### src/rtl/raster_chain_code_extractor_assert.svh
// Assertion helpers for the RTL, included by rcce_back; expects clk_i and rst_ni in scope.
`ifndef RASTER_CHAIN_CODE_EXTRACTOR_ASSERT_SVH
`define RASTER_CHAIN_CODE_EXTRACTOR_ASSERT_SVH

// consequent checked in the same cycle as the antecedent
`define RCCE_ASSERT_NOW(lbl, ante, cons, msg) \
  lbl: assert property (@(posedge clk_i) disable iff (!rst_ni) (ante) |-> (cons)) \
    else $error(msg);

// consequent checked in the cycle after the antecedent
`define RCCE_ASSERT_NEXT(lbl, ante, cons, msg) \
  lbl: assert property (@(posedge clk_i) disable iff (!rst_ni) (ante) |=> (cons)) \
    else $error(msg);

`endif

### src/rtl/rcce_pkg.sv
package rcce_pkg;

  localparam int unsigned MaxActiveDef   = 2048;
  localparam int unsigned MaxElementsDef = 65536;
  localparam int unsigned MaxResults     = 12;
  localparam int unsigned QueueDepth     = 2;
  localparam int unsigned NumShapes      = 14;
  localparam int unsigned NumLinks       = 8;
  localparam int unsigned FlagW          = 12;

  // flag word bit positions
  localparam int unsigned FlagLk0a = 11;
  localparam int unsigned FlagLk0b = 10;
  localparam int unsigned FlagLk3a = 5;
  localparam int unsigned FlagLk3b = 4;
  localparam int unsigned FlagMino = 3;
  localparam int unsigned FlagMini = 2;
  localparam int unsigned FlagMaxo = 1;
  localparam int unsigned FlagMaxi = 0;

  // outer min plus outer max only: isolated pixel
  localparam logic [FlagW-1:0] IsoFlags = FlagW'((1 << FlagMino) | (1 << FlagMaxo));

  // templates in neighbourhood bit layout: X=8, A..H=7..0
  localparam logic [8:0] ShapeMask [NumShapes] = '{
    9'h1D0, 9'h116, 9'h1C0, 9'h190, 9'h1D0, 9'h168, 9'h160,
    9'h128, 9'h10F, 9'h1F0, 9'h1E0, 9'h1F0, 9'h10F, 9'h107};
  localparam logic [8:0] ShapeVal [NumShapes] = '{
    9'h110, 9'h110, 9'h180, 9'h180, 9'h140, 9'h140, 9'h120,
    9'h120, 9'h100, 9'h130, 9'h1A0, 9'h100, 9'h10C, 9'h105};

  typedef enum logic [1:0] {
    EV_NEW    = 2'd0,
    EV_APPEND = 2'd1,
    EV_LINK   = 2'd2
  } event_kind_e;

  typedef enum logic [4:0] {
    S_IDLE, S_RWD_RD, S_RWD_WR, S_DISPATCH, S_DEC_RD, S_DEC_WR,
    S_LINK, S_LINK_WR, S_JOIN0, S_JN_A, S_JN_B, S_JN_C, S_JN_D,
    S_MAX, S_MAXO_I2, S_MAXI, S_MAXI_WB, S_MAXI_I1, S_MAXI_I2,
    S_MAXI_FW, S_DONE, S_DRAIN
  } state_e;

  typedef struct packed {
    logic [8:0]  neighbourhood;
    logic [10:0] row;
    logic [10:0] col;
  } pixel_t;

  typedef struct packed {
    logic [1:0]  event_kind;
    logic [15:0] element_id;
    logic        chain_side;
    logic [1:0]  direction;
    logic [15:0] target_id;
    logic [10:0] event_row;
    logic [10:0] event_col;
    logic        overflow;
    logic        last;
  } event_t;

  typedef struct packed {
    logic [FlagW-1:0] flags;
    logic [10:0]      row;
    logic [10:0]      col;
  } job_t;

  typedef struct packed {
    logic [1:0]  kind;
    logic [15:0] id;
    logic        side;
    logic [1:0]  dir;
    logic [15:0] tgt;
  } rec_t;

  function automatic logic [FlagW-1:0] classify(logic [8:0] nb);
    logic [NumShapes-1:0] hit;
    logic [FlagW-1:0]     s;
    for (int k = 0; k < NumShapes; k++) begin
      hit[k] = ((nb & ShapeMask[k]) == ShapeVal[k]);
    end
    s = '0;
    for (int i = 0; i < NumLinks; i++) begin
      s[FlagLk0a - i] = hit[i];
    end
    s[FlagMino] = hit[8];
    s[FlagMini] = hit[9] | hit[10];
    s[FlagMaxo] = hit[11];
    s[FlagMaxi] = hit[12] | hit[13];
    return s;
  endfunction

endpackage

### src/rtl/rcce_front.sv
module rcce_front (
  input  logic            in_valid_i,
  output logic            in_ready_o,
  input  rcce_pkg::pixel_t in_word_i,
  output logic            job_valid_o,
  input  logic            job_ready_i,
  output rcce_pkg::job_t  job_o
);

  assign in_ready_o  = job_ready_i;
  assign job_valid_o = in_valid_i;

  always_comb begin
    job_o.flags = rcce_pkg::classify(in_word_i.neighbourhood);
    job_o.row   = in_word_i.row;
    job_o.col   = in_word_i.col;
  end

endmodule

### config.mk
export PLATFORM = sky130hd
export DESIGN_NAME = rcce_front
export DESIGN_NICKNAME = d
export VERILOG_FILES = /design/src/rtl/raster_chain_code_extractor_assert.svh /design/src/rtl/rcce_pkg.sv /design/src/rtl/rcce_front.sv
export SDC_FILE = /design/constraint.sdc
export NUM_CORES = 1
export LEC_CHECK = 0
export CORE_AREA = 2 2 39 41
export DETAILED_ROUTE_END_ITERATION = 10
export DIE_AREA = 0 0 41 43
export DONT_BUFFER_PORTS = 1
export PLACE_DENSITY = 0.36
export SLEW_MARGIN = 10
export SYNTH_ARGS = -nofsm -noshare
export SYNTH_HDL_FRONTEND = slang
export SYNTH_SLANG_ARGS = --single-unit
### constraint.sdc
create_clock -name vclk -period 0.8
set_input_delay 0.04 -clock vclk [all_inputs]
set_output_delay 0.04 -clock vclk [all_outputs]
set_load 0.02 [all_outputs]
==> impl_metrics.toml <==
[sta]
rsz0062_at_grt = "no"
min_period_over_period_pct = 80.0
setup_viol = 0
worst_slew_pin_slew_ns = 0.392
maxSlewHeadroom_pct = 73.8
setup_slack_ns = 0.160
hold_violations = 0
holdWs_ns = 0.0800
fmax_mhz = 1560
final.setup.tns_ns = 0
timing.final.crit_period_ns = 0.640
slew_violations = 0

[die]
core_area_um2 = 1380
start_util_pct = 22.3
rows = 14
die_h_um = 43
die_width_um = 41
ios = 69
die_area_um2 = 1760

[worst_setup_path]
cp-end-kind = "primary output"
critPathMaxStageDelay_ns = 0.38
cp-start-kind = "input pin"
path_class = "input pin to primary output"
required_ns = 0.76
cp_max_fo = 3
critPathBufInv = 0
cp.arrival_ns = 0.60
slowest_stage = "nor3b_2"
crit_chain = "nand2b_1 > nor3b_2"
cp_top_family = "simple AND/OR/NAND/NOR gates"

[routing]
drtPass1Iterations = 1
drc = 0
first_iter_violations = 0
wire_per_inst_um = 17.1
antenna_left = 0
routed_via_density = 4.54
routed_wl_um = 667
vias = 177

[pwr]
power.density_nw_per_um2 = 354
p_total_mw = 0.0683
ir_drop_v = 0.0000819
power_leakage_nw = 0.0820

[layout]
final_util_pct = 13.9
diodes = 0
design_area_um2 = 193
multi_input_area_um2 = 131
drive_gt1_share_pct = 43.5
finalNonFillerCells = 39
fillers = 153
fin_nets = 58
clock_buffers = 0
syn2layout_area_growth_pct = -37.7
flops_and_latches = 0
final-seq-area_um2 = 0

[placed_design]
dpl_cell_area_um2 = 193
place_inst = 39
dp_slack_ns = 0.156
gp_congestion = 0.592
io_buffer_count = 0

[clock_network]
post_cts_buffers = 0
cts_resized = 0
cts_hold_buf = 0

[synthesis]
ys_warn_count = 0
syn_avg_cell_area_um2 = 7.36
netlist_instances = 42
syn_area_um2 = 309
synth-seq-area-share_pct = 0
ys_types = 13
synth_nets = 75

[grt]
antenna_found_initial = 0
grt_max_degree = 8
grt_usage_pct = 6.09
overflow = 0
grt_pass1_wl_um = 814
grt_pass1_vias = 149

[status]
status = "finished clean"

[job]
drv_cap = 0

[hold_path]
holdCritPathClass = "input pin to primary output"
-- final cells by class --
class                           count  share of cell area, %
Tap cell                           16                   10.4
Multi-Input combinational cell     17                   68.2
Timing Repair Buffer                5                   19.5
Inverter                            1                   1.95
-- cells in the final DEF (no fill, tap or decap) --
cell type  n
buf_4      5
inv_1      1
nor4_2     2
and3b_1    2
and3_1     1
nor2_1     4
nand2b_1   2
and4bb_2   1
nor2b_1    1
nor3b_2    2
nor3b_1    1
nand2_1    1
-- cell families (layout without fill, tap and decap cells) --
kind of cell | count (synthesis) | after routing | synth area share (%)
AND/OR/NAND/NOR | 17 | 17 | 40.5
buffers and inverters | 25 | 6 | 59.5
-- path summary, 6_finish.rpt --
| check | startpoint | cells past startpoint | endpoint | slack [ns] |
|---|---|---|---|---|
| worst max-delay path | in_word_i[23] | 2 | job_o[32] | 0.16 |
| worst min-delay path | in_word_i[16] | 0 | job_o[16] | 0.08 |
-- cells in the mapped netlist --
library cell / number / area [um2]
buf_4: 24 / 180
and3b_1: 2 / 17.5
nand2_1: 1 / 3.75
inv_1: 1 / 3.75
and4bb_2: 1 / 12.5
nor2_1: 4 / 15.0
nor3b_2: 2 / 25.0
nor3b_1: 1 / 7.51
nor4_2: 1 / 12.5
nor2b_1: 1 / 6.26
and3_1: 1 / 6.26
nor4_1: 1 / 6.26
nand2b_1: 2 / 12.5
-- power breakdown --
group          internal, mW  switching (mW)  leakage, nW
sequential                0               0            0
clock                     0               0            0
combinational        0.0276          0.0407       0.0820
-- routing by layer --
metal	vias up	GRT usage, %	routed length, um
li1	77	-	-
met2	28	8.13	301
met5	-	0	0
met4	0	2.67	13
met3	2	5.24	171
met1	70	6.65	181
(Power assumes the default switching activity.)
