<file path="config.mk">
export PLATFORM = sky130hd
export DESIGN_NAME = rcce_fifo
export DESIGN_NICKNAME = d
export VERILOG_FILES = /design/src/rtl/raster_chain_code_extractor_assert.svh /design/src/rtl/rcce_pkg.sv /design/src/rtl/rcce_fifo.sv
export SDC_FILE = /design/constraint.sdc
export NUM_CORES = 1
export LEC_CHECK = 0
export BUFFER_PORTS_ARGS = -buffer_cell sky130_fd_sc_hd__buf_2
export CAP_MARGIN = 10
export CORE_MARGIN = 1.5
export CORE_UTILIZATION = 47
export CTS_CLUSTER_SIZE = 20
export DETAILED_ROUTE_END_ITERATION = 10
export PLACE_DENSITY = 0.79
export SLEW_MARGIN = 40
export SYNTH_ARGS = -nofsm -noshare
export SYNTH_HDL_FRONTEND = slang
export SYNTH_SLANG_ARGS = --single-unit
</file>
<file path="constraint.sdc">
create_clock -name clk_i -period 2.6 [get_ports clk_i]
set_clock_uncertainty 0.15 [all_clocks]
set_input_delay 0.39 -clock clk_i [delete_from_list [all_inputs] [get_ports clk_i]]
set_output_delay 0.39 -clock clk_i [all_outputs]
set_load 0.005 [all_outputs]
</file>
<file path="src/rtl/raster_chain_code_extractor_assert.svh">
// Assertion helpers for the RTL, included by rcce_back; expects clk_i and rst_ni in scope.
`ifndef RASTER_CHAIN_CODE_EXTRACTOR_ASSERT_SVH
`define RASTER_CHAIN_CODE_EXTRACTOR_ASSERT_SVH

// consequent checked in the same cycle as the antecedent
`define RCCE_ASSERT_NOW(lbl, ante, cons, msg) \
  lbl: assert property (@(posedge clk_i) disable iff (!rst_ni) (ante) |-> (cons)) \
    else $error(msg);

// consequent checked in the cycle after the antecedent
`define RCCE_ASSERT_NEXT(lbl, ante, cons, msg) \
  lbl: assert property (@(posedge clk_i) disable iff (!rst_ni) (ante) |=> (cons)) \
    else $error(msg);

`endif

</file>
<file path="src/rtl/rcce_pkg.sv">
package rcce_pkg;

  localparam int unsigned MaxActiveDef   = 2048;
  localparam int unsigned MaxElementsDef = 65536;
  localparam int unsigned MaxResults     = 12;
  localparam int unsigned QueueDepth     = 2;
  localparam int unsigned NumShapes      = 14;
  localparam int unsigned NumLinks       = 8;
  localparam int unsigned FlagW          = 12;

  // flag word bit positions
  localparam int unsigned FlagLk0a = 11;
  localparam int unsigned FlagLk0b = 10;
  localparam int unsigned FlagLk3a = 5;
  localparam int unsigned FlagLk3b = 4;
  localparam int unsigned FlagMino = 3;
  localparam int unsigned FlagMini = 2;
  localparam int unsigned FlagMaxo = 1;
  localparam int unsigned FlagMaxi = 0;

  // outer min plus outer max only: isolated pixel
  localparam logic [FlagW-1:0] IsoFlags = FlagW'((1 << FlagMino) | (1 << FlagMaxo));

  // templates in neighbourhood bit layout: X=8, A..H=7..0
  localparam logic [8:0] ShapeMask [NumShapes] = '{
    9'h1D0, 9'h116, 9'h1C0, 9'h190, 9'h1D0, 9'h168, 9'h160,
    9'h128, 9'h10F, 9'h1F0, 9'h1E0, 9'h1F0, 9'h10F, 9'h107};
  localparam logic [8:0] ShapeVal [NumShapes] = '{
    9'h110, 9'h110, 9'h180, 9'h180, 9'h140, 9'h140, 9'h120,
    9'h120, 9'h100, 9'h130, 9'h1A0, 9'h100, 9'h10C, 9'h105};

  typedef enum logic [1:0] {
    EV_NEW    = 2'd0,
    EV_APPEND = 2'd1,
    EV_LINK   = 2'd2
  } event_kind_e;

  typedef enum logic [4:0] {
    S_IDLE, S_RWD_RD, S_RWD_WR, S_DISPATCH, S_DEC_RD, S_DEC_WR,
    S_LINK, S_LINK_WR, S_JOIN0, S_JN_A, S_JN_B, S_JN_C, S_JN_D,
    S_MAX, S_MAXO_I2, S_MAXI, S_MAXI_WB, S_MAXI_I1, S_MAXI_I2,
    S_MAXI_FW, S_DONE, S_DRAIN
  } state_e;

  typedef struct packed {
    logic [8:0]  neighbourhood;
    logic [10:0] row;
    logic [10:0] col;
  } pixel_t;

  typedef struct packed {
    logic [1:0]  event_kind;
    logic [15:0] element_id;
    logic        chain_side;
    logic [1:0]  direction;
    logic [15:0] target_id;
    logic [10:0] event_row;
    logic [10:0] event_col;
    logic        overflow;
    logic        last;
  } event_t;

  typedef struct packed {
    logic [FlagW-1:0] flags;
    logic [10:0]      row;
    logic [10:0]      col;
  } job_t;

  typedef struct packed {
    logic [1:0]  kind;
    logic [15:0] id;
    logic        side;
    logic [1:0]  dir;
    logic [15:0] tgt;
  } rec_t;

  function automatic logic [FlagW-1:0] classify(logic [8:0] nb);
    logic [NumShapes-1:0] hit;
    logic [FlagW-1:0]     s;
    for (int k = 0; k < NumShapes; k++) begin
      hit[k] = ((nb & ShapeMask[k]) == ShapeVal[k]);
    end
    s = '0;
    for (int i = 0; i < NumLinks; i++) begin
      s[FlagLk0a - i] = hit[i];
    end
    s[FlagMino] = hit[8];
    s[FlagMini] = hit[9] | hit[10];
    s[FlagMaxo] = hit[11];
    s[FlagMaxi] = hit[12] | hit[13];
    return s;
  endfunction

endpackage

</file>
<file path="src/rtl/rcce_fifo.sv">
module rcce_fifo (
  input  logic           clk_i,
  input  logic           rst_ni,
  input  logic           push_valid_i,
  output logic           push_ready_o,
  input  rcce_pkg::job_t push_i,
  output logic           pop_valid_o,
  input  logic           pop_ready_i,
  output rcce_pkg::job_t pop_o
);

  localparam int unsigned PtrW = $clog2(rcce_pkg::QueueDepth);
  localparam int unsigned CntW = $clog2(rcce_pkg::QueueDepth + 1);
  localparam logic [PtrW-1:0] LastPtr = PtrW'(rcce_pkg::QueueDepth - 1);
  localparam logic [CntW-1:0] Full    = CntW'(rcce_pkg::QueueDepth);

  rcce_pkg::job_t  mem_q [rcce_pkg::QueueDepth];
  logic [PtrW-1:0] wr_q, wr_d, rd_q, rd_d;
  logic [CntW-1:0] cnt_q, cnt_d;
  logic            push, pop;

  assign push_ready_o = (cnt_q != Full);
  assign pop_valid_o  = (cnt_q != '0);
  assign pop_o        = mem_q[rd_q];
  assign push         = push_valid_i & push_ready_o;
  assign pop          = pop_valid_o & pop_ready_i;

  always_comb begin
    wr_d  = push ? ((wr_q == LastPtr) ? '0 : wr_q + 1'b1) : wr_q;
    rd_d  = pop ? ((rd_q == LastPtr) ? '0 : rd_q + 1'b1) : rd_q;
    cnt_d = cnt_q;
    if (push && !pop) begin
      cnt_d = cnt_q + 1'b1;
    end else if (pop && !push) begin
      cnt_d = cnt_q - 1'b1;
    end
  end

  always_ff @(posedge clk_i or negedge rst_ni) begin
    if (!rst_ni) begin
      wr_q  <= '0;
      rd_q  <= '0;
      cnt_q <= '0;
    end else begin
      wr_q  <= wr_d;
      rd_q  <= rd_d;
      cnt_q <= cnt_d;
    end
  end

  always_ff @(posedge clk_i) begin
    if (push) begin
      mem_q[wr_q] <= push_i;
    end
  end

endmodule

</file>
==> flow_summary.ini <==
[status]
status = completed

[yosys]
yosys.cell_count.top_type = edfxtp_1
netlist.area_leader.share_pct = 72.95
ys_seq_area_share_pct = 76.53
avgSynthCellArea_um2 = 22.57
yosys-top-cells-count = edfxtp_1, mux2_4, mux2_2
ys.warnings.count = 0
synth_top_flop_cell = edfxtp_1
netlist_area_um2 = 2799
async_flop_share_pct = 5.556
synth_largest_area_cell = edfxtp_1
syn_nets = 163
synthTopCellsByArea = edfxtp_1, mux2_4, dfrtp_1
synth_edf_count = 68
ys_ff_latch = 72
netlist_instances = 124
ys_types = 15

[cells_and_area]
area_growth_pct = 23.65
layout.cells.non_filler = 285
final_net_count = 247
fin_util_pct = 61.34
nFillCells = 419
layout-drive-gt1-share_pct = 60.09
diodes = 0

[cts]
cts_buffers = 9
cts_num_sinks = 72
clockBufferDepth = 2
insertion_delay_ns = 0.33
cts-htree-levels = 3
clkTransAtPathRegs_ns = 0.07
cts_tree = built
cts_root_buffer = clkbuf_8

[sta]
rsz0062_at_grt = no
relSlewSlack_pct = 68.59
tightest_slew_ns = 0.4700
setup_ws_ns = 0.4557
fmax_ghz = 0.4664
slew_violations = 0
setup_viol = 0
min_period_ns = 2.144
whs_ns = 0.09037
hold_violations = 0
setup_tns_ns = 0
finalCritPeriodShare_pct = 82.47

[route]
ant_nets = 0
vias_per_cell = 4.705
drt_iter0_drc = 44
drt_first_pass_iters = 4
vias = 1341
highest_layer = met4
wl_um = 4164
wl_met1_um = 1672
wl_met2_um = 2146
post_drt_wl_per_cell_um = 14.61
wl_met3_um = 239
drc_errors = 0

[critical_path]
max_stage_delay_ns = 0.48
path_class = reg -> out
arrival_ns = 1.60
required_ns = 2.06
critPathSlowestCell = dfrtp_2
worstPathMaxFanout = 30
critPathLaunchType = register
worstReg2RegStart = cnt_q[0]
cp-startpoint = rd_q
crit_family = flip-flops
end_kind = primary output
path_cells = buf_12 -> mux2_2 -> buf_2
critPathBufInv = 2

[die]
die_x_um = 80.17
core_um2 = 5642
dieHeight_um = 80.17
start_util_pct = 49.61
num_rows = 27
num_io_pins = 74
die_area_um2 = 6427

[placed_design]
io_buffers = 73
place.gp.congestion = 0.6969
dpl_worst_slack_ns = 0.7874
dp.cells = 268
place_hpwl_um = 2866

[pwr]
powerDensity_nw_per_um2 = 1094
vdd_drop_max_mv = 0.6387
p_leak_nw = 1.405

[grt]
grt_start_max_net_pins = 35
grt_first_pass_wirelength_um = 6555
grt_pass1_vias = 1423
antenna_found_initial = 0
grtUsageTotal_pct = 14.50
grt_overflow = 0

[flow_run]
max_cap_violations = 0

[hold_path]
hp-class = in -> reg
hp-start = push_i[19]
==> repair_timing <==
action / in CTS / in global routing
hold endpoints to repair: 4 / 0
setup buffers: 0 / 0
setup endpoints to repair: 0 / 0
hold buffers: 1 / 0
resized for setup: 0 / 0
==> final cells by class <==
type	count	area, µm²	share of cell area, %
Tap cell	72	90.09	2.603
Timing Repair Buffer	77	422.9	12.22
Clock buffer	9	123.9	3.579
Sequential cell	72	2143	61.93
Inverter	1	3.754	0.1085
Clock inverter	7	86.33	2.495
Multi-Input combinational cell	47	590.6	17.06
==> logic make-up (layout without fill, tap and decap cells) <==
family / Yosys count / after routing / share of synthesized area [%]
buffers and inverters: 5 / 94 / 2.682
adder cells (fa/ha/maj): 1 / 1 / 0.4470
AND/OR/NAND/NOR: 7 / 7 / 1.208
XOR/XNOR: 5 / 5 / 1.565
multiplexers: 34 / 34 / 17.57
flip-flops: 72 / 72 / 76.53
==> power breakdown <==
part | internal, mW | switching (mW) | total, mW
Combinational | 0.669 | 0.509 | 1.18
Sequential | 1.59 | 0.104 | 1.70
Clock | 0.531 | 0.379 | 0.910
Total | 2.79 | 0.993 | 3.78
==> sequential cells by signal (all words and copies together) (netlist names) <==
signal	count
mem_q	68
wr_q	1
rd_q	1
cnt_q	2
==> cells in the final DEF, fill, tap and decap left out, types with 2 or more instances in the layout <==
cell type  netlist  layout
dfrtp_1          4       3
clkinv_2         0       3
edfxtp_1        68      68
clkbuf_8         0       9
xnor2_1          3       3
mux2_4          29      29
nand2_1          2       2
buf_12           3       2
bufinv_16        0       2
xor2_1           2       2
buf_2            0      73
mux2_2           5       5
==> metal layers <==
layer / vias to the layer above / GRT usage (%)
met1: 635 / 15.73
met2: 50 / 25.21
met5: - / 0
met3: 10 / 4.091
li1: 646 / -
met4: 0 / 8.276
==> metrics by stage <==
step | power, mW | area, µm²
global route | 3.997 | 3461
finish | 3.785 | 3461
global placement | 2.892 | 3241
floorplan | 2.568 | 2801
detailed placement | 2.933 | 3241
CTS | 3.843 | 3461
==> worst register-to-register path: stages (launching register included) <==
cell and delay, ns:
dfrtp_1 0.41, nand2b_1 0.16, nand2_1 0.14, nor2_4 0.41
buf_12 0.23
==> worst paths after layout <==
path	end	cells after the start	slack, ns
setup / recovery	pop_o[13]	3	0.46
hold / removal	mem_q[1][19]	1	0.09
setup reg to reg	mem_q[0][33]	4	0.80
hold reg to reg	cnt_q[1]	1	0.35
max in group asynchronous	rd_q	2	1.93
min in group asynchronous	cnt_q[1]	2	0.23
Note: power is estimated with default switching activity, not from simulation.
